===== src/sv/kmeans_histogram_keyframe_select_defines.svh =====
// ----------------------------------------------------------------------------
// Key-frame selector: assertion macros
// Concurrent check helpers, empty when SYNTHESIS is defined.
// ----------------------------------------------------------------------------
`ifndef KMEANS_HISTOGRAM_KEYFRAME_SELECT_DEFINES_SVH
`define KMEANS_HISTOGRAM_KEYFRAME_SELECT_DEFINES_SVH
`ifndef SYNTHESIS
`define KMHKS_ASSERT(lbl, expr) \
  lbl: assert property (@(posedge clk) disable iff (!rst_n) (expr)) \
    else $error("kmhks: check failed");
`define KMHKS_ASSERT_NEXT(lbl, ante, cons) \
  lbl: assert property (@(posedge clk) disable iff (!rst_n) (ante) |=> (cons)) \
    else $error("kmhks: check failed");
`else
`define KMHKS_ASSERT(lbl, expr)
`define KMHKS_ASSERT_NEXT(lbl, ante, cons)
`endif
`endif


===== src/sv/kmhks_pkg.sv =====
// ----------------------------------------------------------------------------
// Key-frame selector package
// Shared widths, defaults, controller states, datapath operations and status.
// ----------------------------------------------------------------------------
`default_nettype none
package kmhks_pkg;

  localparam int BIN_COUNT_DEF    = 16;
  localparam int MAX_FRAMES_DEF   = 1024;
  localparam int MAX_CLUSTERS_DEF = 16;

  localparam int BIN_VALUE_W   = 16;
  localparam int CFG_W         = 5;
  localparam int CLUSTER_IDX_W = 4;
  localparam int FRAME_IDX_W   = 10;
  localparam int CENT_W        = 24;
  localparam int FRAC_W        = 8;
  localparam int PASS_W        = 9;
  localparam logic [PASS_W-1:0] PASS_LIMIT = 9'd500;

  typedef enum logic [4:0] {
    S_IDLE, S_PAD, S_SEED_RD, S_SEED_WR, S_CLR, S_ARD, S_DRD, S_DACC, S_DCMP,
    S_AWR, S_SRD, S_SWR, S_UCHK, S_URD, S_UGO, S_UDIV, S_PEND, S_SCHK, S_SARD,
    S_SMAT, S_SDRD, S_SDACC, S_SCMP, S_SLD, S_SOUT, S_FIN
  } state_t;

  typedef enum logic [4:0] {
    OP_NONE, OP_LOAD, OP_PAD, OP_START, OP_SEED_RD, OP_SEED_WR, OP_CLR,
    OP_FRAME, OP_DRD, OP_DACC, OP_DCMP, OP_AWR, OP_SRD, OP_SWR, OP_UCHK,
    OP_URD, OP_DIVGO, OP_UWR, OP_PEND, OP_SCHK, OP_SARD, OP_SMAT, OP_SCMP,
    OP_SLD, OP_NEXTC, OP_CLEAR
  } op_t;

  typedef struct packed {
    logic b_last;
    logic c_last;
    logic i_last;
    logic pad_busy;
    logic n_zero;
    logic cnt_zero;
    logic stop;
    logic div_done;
    logic asg_hit;
  } stat_t;

endpackage
`default_nettype wire


===== src/sv/kmhks_ctrl.sv =====
// ----------------------------------------------------------------------------
// Key-frame selector controller
// Sequences loading, seeding, k-means passes and key-frame selection.
// ----------------------------------------------------------------------------
`default_nettype none
module kmhks_ctrl (
  input  wire logic             clk,
  input  wire logic             rst_n,
  input  wire logic             in_valid,
  input  wire logic             in_end_of_set,
  input  wire logic             out_ready,
  input  wire kmhks_pkg::stat_t st,
  output logic                  in_ready,
  output logic                  out_valid,
  output kmhks_pkg::op_t        op
);
  import kmhks_pkg::*;

  state_t state_r, state_nxt;

  always_ff @(posedge clk) begin
    if (!rst_n) begin
      state_r <= S_IDLE;
    end else begin
      state_r <= state_nxt;
    end
  end

  always_comb begin
    state_nxt = state_r;
    op        = OP_NONE;
    unique case (state_r)
      S_IDLE: begin
        if (in_valid) begin
          op = OP_LOAD;
          if (in_end_of_set) state_nxt = S_PAD;
        end
      end
      S_PAD: begin
        if (st.pad_busy) begin
          op = OP_PAD;
        end else if (st.n_zero) begin
          op        = OP_CLEAR;
          state_nxt = S_IDLE;
        end else begin
          op        = OP_START;
          state_nxt = S_SEED_RD;
        end
      end
      S_SEED_RD: begin
        op        = OP_SEED_RD;
        state_nxt = S_SEED_WR;
      end
      S_SEED_WR: begin
        op        = OP_SEED_WR;
        state_nxt = (st.b_last && st.c_last) ? S_CLR : S_SEED_RD;
      end
      S_CLR: begin
        op = OP_CLR;
        if (st.b_last && st.c_last) state_nxt = S_ARD;
      end
      S_ARD: begin
        op        = OP_FRAME;
        state_nxt = S_DRD;
      end
      S_DRD: begin
        op        = OP_DRD;
        state_nxt = S_DACC;
      end
      S_DACC: begin
        op        = OP_DACC;
        state_nxt = st.b_last ? S_DCMP : S_DRD;
      end
      S_DCMP: begin
        op        = OP_DCMP;
        state_nxt = st.c_last ? S_AWR : S_DRD;
      end
      S_AWR: begin
        op        = OP_AWR;
        state_nxt = S_SRD;
      end
      S_SRD: begin
        op        = OP_SRD;
        state_nxt = S_SWR;
      end
      S_SWR: begin
        op = OP_SWR;
        if (st.b_last) state_nxt = st.i_last ? S_UCHK : S_ARD;
        else           state_nxt = S_SRD;
      end
      S_UCHK: begin
        op = OP_UCHK;
        if (st.cnt_zero) state_nxt = st.c_last ? S_PEND : S_UCHK;
        else             state_nxt = S_URD;
      end
      S_URD: begin
        op        = OP_URD;
        state_nxt = S_UGO;
      end
      S_UGO: begin
        op        = OP_DIVGO;
        state_nxt = S_UDIV;
      end
      S_UDIV: begin
        if (st.div_done) begin
          op = OP_UWR;
          if (st.b_last) state_nxt = st.c_last ? S_PEND : S_UCHK;
          else           state_nxt = S_URD;
        end
      end
      S_PEND: begin
        op        = OP_PEND;
        state_nxt = st.stop ? S_SCHK : S_CLR;
      end
      S_SCHK: begin
        op = OP_SCHK;
        if (st.cnt_zero) state_nxt = st.c_last ? S_FIN : S_SCHK;
        else             state_nxt = S_SARD;
      end
      S_SARD: begin
        op        = OP_SARD;
        state_nxt = S_SMAT;
      end
      S_SMAT: begin
        op = OP_SMAT;
        if (st.asg_hit) state_nxt = S_SDRD;
        else            state_nxt = st.i_last ? S_SLD : S_SARD;
      end
      S_SDRD: begin
        op        = OP_DRD;
        state_nxt = S_SDACC;
      end
      S_SDACC: begin
        op        = OP_DACC;
        state_nxt = st.b_last ? S_SCMP : S_SDRD;
      end
      S_SCMP: begin
        op        = OP_SCMP;
        state_nxt = st.i_last ? S_SLD : S_SARD;
      end
      S_SLD: begin
        op        = OP_SLD;
        state_nxt = S_SOUT;
      end
      S_SOUT: begin
        if (out_ready) begin
          op        = OP_NEXTC;
          state_nxt = st.c_last ? S_FIN : S_SCHK;
        end
      end
      S_FIN: begin
        op        = OP_CLEAR;
        state_nxt = S_IDLE;
      end
      default: state_nxt = S_IDLE;
    endcase
  end

  assign in_ready  = (state_r == S_IDLE);
  assign out_valid = (state_r == S_SOUT);
endmodule
`default_nettype wire


===== config.mk =====
export PLATFORM = sky130hd
export DESIGN_NAME = kmhks_ctrl
export DESIGN_NICKNAME = d
export VERILOG_FILES = /design/src/sv/kmeans_histogram_keyframe_select_defines.svh /design/src/sv/kmhks_pkg.sv /design/src/sv/kmhks_ctrl.sv
export SDC_FILE = /design/constraint.sdc
export NUM_CORES = 1
export LEC_CHECK = 0
export ABC_CLOCK_PERIOD_IN_PS = 1800
export BUFFER_PORTS_ARGS = -buffer_cell sky130_fd_sc_hd__buf_2
export CELL_PAD_IN_SITES_DETAIL_PLACEMENT = 1
export CELL_PAD_IN_SITES_GLOBAL_PLACEMENT = 1
export CORE_ASPECT_RATIO = 0.8
export CORE_UTILIZATION = 37
export DETAILED_ROUTE_END_ITERATION = 12
export HOLD_SLACK_MARGIN = 0.1
export PLACE_DENSITY_LB_ADDON = 0.3
export SETUP_SLACK_MARGIN = 0.1
export SYNTH_ARGS = -nofsm -noshare
export SYNTH_HDL_FRONTEND = slang
export SYNTH_SLANG_ARGS = --single-unit

===== constraint.sdc =====
create_clock -name clk -period 1.8 [get_ports clk]
set_input_delay 0.09 -clock clk [delete_from_list [all_inputs] [get_ports clk]]
set_output_delay 0.09 -clock clk [all_outputs]
set_load 0.01 [all_outputs]

==> results.cfg <==
[pwr]
leakagePower_nw = 0.5756
p_per_area_mw_per_mm2 = 786.2
ir_drop_v = 0.0004377
p_total_mw = 1.110

[clocking]
h-tree-depth = 1
clk_latency_ns = 0.25
cts.sink_count = 5
cts-root-buf = clkbuf_4
cts_hold_buf = 0
cts_buffers = 3
cts_tree = built
cts_buffer_depth = 2
clk_pin_slew_ns = 0.04

[logic_synthesis]
ys_warn_count = 0
synth_top_family_by_area = compound AO/OA/AOI/OAI gates
syn_area_um2 = 970.9
synthXorXnorAreaFrac = 0
synth_compound_gate_area_share = 0.4111
avgSynthCellArea_um2 = 6.473
synthSimpleGateAreaFrac = 0.3866
syn_nets = 164
ys_types = 49
synth-edff-count = 0
synth-adder-area-share = 0
synth-main-ff-cell = dfxtp_1
ys_ff_latch = 5
synthMuxAreaShare = 0
syn_inst = 150
synth.yosys.seq_area_share = 0.1031
synth_async_sr_flop_share = 0

[critical_path]
r2r_cells = 6
critPathMaxFanout = 10
timing.rr.end = state_r[0]$_SDFFE_PN0P_
critPathBufInv = 2
cp-end-kind = output pin
cpPeakStageDelay_ns = 0.38
cp_slowest_cell = dfxtp_4
startpoint = state_r[1]$_SDFFE_PN0P_
start_kind = flop
rr_startpoint = state_r[1]$_SDFFE_PN0P_
r2r_setup_slack_ns = 0.10
worstSetupPathType = reg -> out
crit_chain = buf_6, nor4_4, a22oi_2, o21ai_2, o21ai_1, buf_2
cp_top_family = compound AO/OA/AOI/OAI gates
crit_arrival_ns = 1.63
cp_data_required_time_ns = 1.71

[route]
num_vias = 1424
route.detailed.drc = 0
wl_met2_um = 2276
met1_length_um = 1946
wl_per_cell_um = 20.95
wirelength_um = 4714
wl_met3_um = 432
ant_nets = 0
drtPass1Iterations = 4
top_layer = met4
drtIter0Drc = 72
drt-vias-per-instance = 6.329

[worst_hold_path]
hold-path-cell-count = 2
hp-start = rst_n
hold_path_class = in -> reg
min_to = state_r[4]$_SDFFE_PN0P_

[final_layout]
final_cell_mix = buf_4 (22), buf_2 (20), nand2_1 (15), a21oi_1 (13), o21ai_0 (12)
layout-drive-gt1-share = 0.3862
largest_reg_flops = 5
layout_commonest_cell = buf_4
n_fill_cell = 329
nets = 204
syn2layout_area_growth_pct = 45.36
antenna_cells = 0
largest_registers = state_r: 5 flops
multiInputGateArea_um2 = 839.6
regArea_um2 = 118.9
regMostFlops = state_r

[timing]
finClkSkew_ns = 0.008024
max_slew_margin = 0.7474
max_slew.worst_pin.slew_ns = 0.3779
fmax_mhz = 583.0
maxSlewViolCount = 0
setup-tns-final_ns = 0
fin_crit_sh = 0.9529
hold_viol = 0
rsz0062_at_grt = true
holdWs_ns = 0.1238
finalSetupViolations = 0
period_needed_ns = 1.715

[run]
timing.max_cap.violations = 0

[floorplan]
placementRows = 16
chipWidth_um = 59.27
design.portCount = 21
dieArea_mm2 = 0.002834
die_y_um = 47.82
start_util = 0.3943
core_mm2 = 0.002462

[placed_design]
dpl.hpwl_um = 3037
port_buffers = 20
place_congestion = 0.8900

[global_route]
grt_max_degree = 20
antenna_found_initial = 0
grt_usage = 0.3037
grt_first_pass_wirelength_um = 6168
grt_pass1_vias = 1223
grt_overflow = 0

[status]
status = finished, final reports clean
where the power goes:
group	internal, mW	switching, mW	total, mW
Sequential	0.133	0.0496	0.182
Combinational	0.368	0.424	0.791
Clock	0.0842	0.0519	0.136
Total	0.585	0.525	1.11
area by class of cell:
type | instances | share of cell area
multi-input cells | 125 | 0.5949
repair buffers | 48 | 0.2518
flip-flops and latches | 5 | 0.08422
well taps | 36 | 0.03191
clock buffers | 4 | 0.01862
inverters | 7 | 0.01862
through the flow:
step	setup slack [ns]	cell area, um2	util	instances
after floorplan	0.2732	970.9	-	150
after global placement	0.04431	1201	0.4878	212
after detailed placement	-0.004285	1201	0.4878	212
after CTS	0.09187	1257	0.5107	217
after global routing	-0.02138	1411	0.5732	225
final	0.08470	1411	0.5732	225
Yosys cell counts, drive strengths merged (2+ instances only):
cell    count  area (um2)
clkbuf      3       12.51
o21ai      16       80.08
inv         7       26.27
nand4       2       12.51
a21oi      13       65.06
and3        3       18.77
o221ai      2       17.52
nand3b      2       15.01
o22ai       2       12.51
or2b        2       15.01
nor2       11       41.29
nor2b       3       18.77
nand3       3       15.01
a22o        5       43.79
and3b       3       26.28
nor3        7       35.03
nor4        2       18.77
a22oi       3       22.52
buf        10       57.55
o32a        2       20.02
o211ai      2       15.01
o32ai       2       17.52
nand2b      6       37.54
dfxtp       5       100.1
nand2      16       62.56
or3         2       17.52
worst max path at each step:
stage / end / slack [ns] / cells past startpoint
after CTS: op[1] / 0.09 / 7
final: op[0] / 0.08 / 6
after floorplan: state_r[4]$_SDFFE_PN0P_ / 0.27 / 6
after global placement: state_r[1]$_SDFFE_PN0P_ / 0.04 / 6
after global routing: op[0] / -0.02 / 7
after detailed placement: state_r[1]$_SDFFE_PN0P_ / -0.004 / 6
cell families (layout without fill, tap and decap cells):
family,after synthesis,count (layout)
simple gates,67,67
compound gates,58,58
buf+inv,20,59
flops,5,5
timing repair:
action                     CTS  global route
gates resized for setup      8            22
setup buffers                1             7
gates cloned                 0             1
pin swaps                    1             3
setup endpoints to repair    9             9
per-layer routing:
layer | track usage | up-vias
li1 | - | 644
met3 | 0.05405 | 6
met5 | 0 | -
met4 | 0.04762 | 0
met1 | 0.4156 | 696
met2 | 0.5124 | 78
Note: power is estimated with default switching activity, not from simulation.
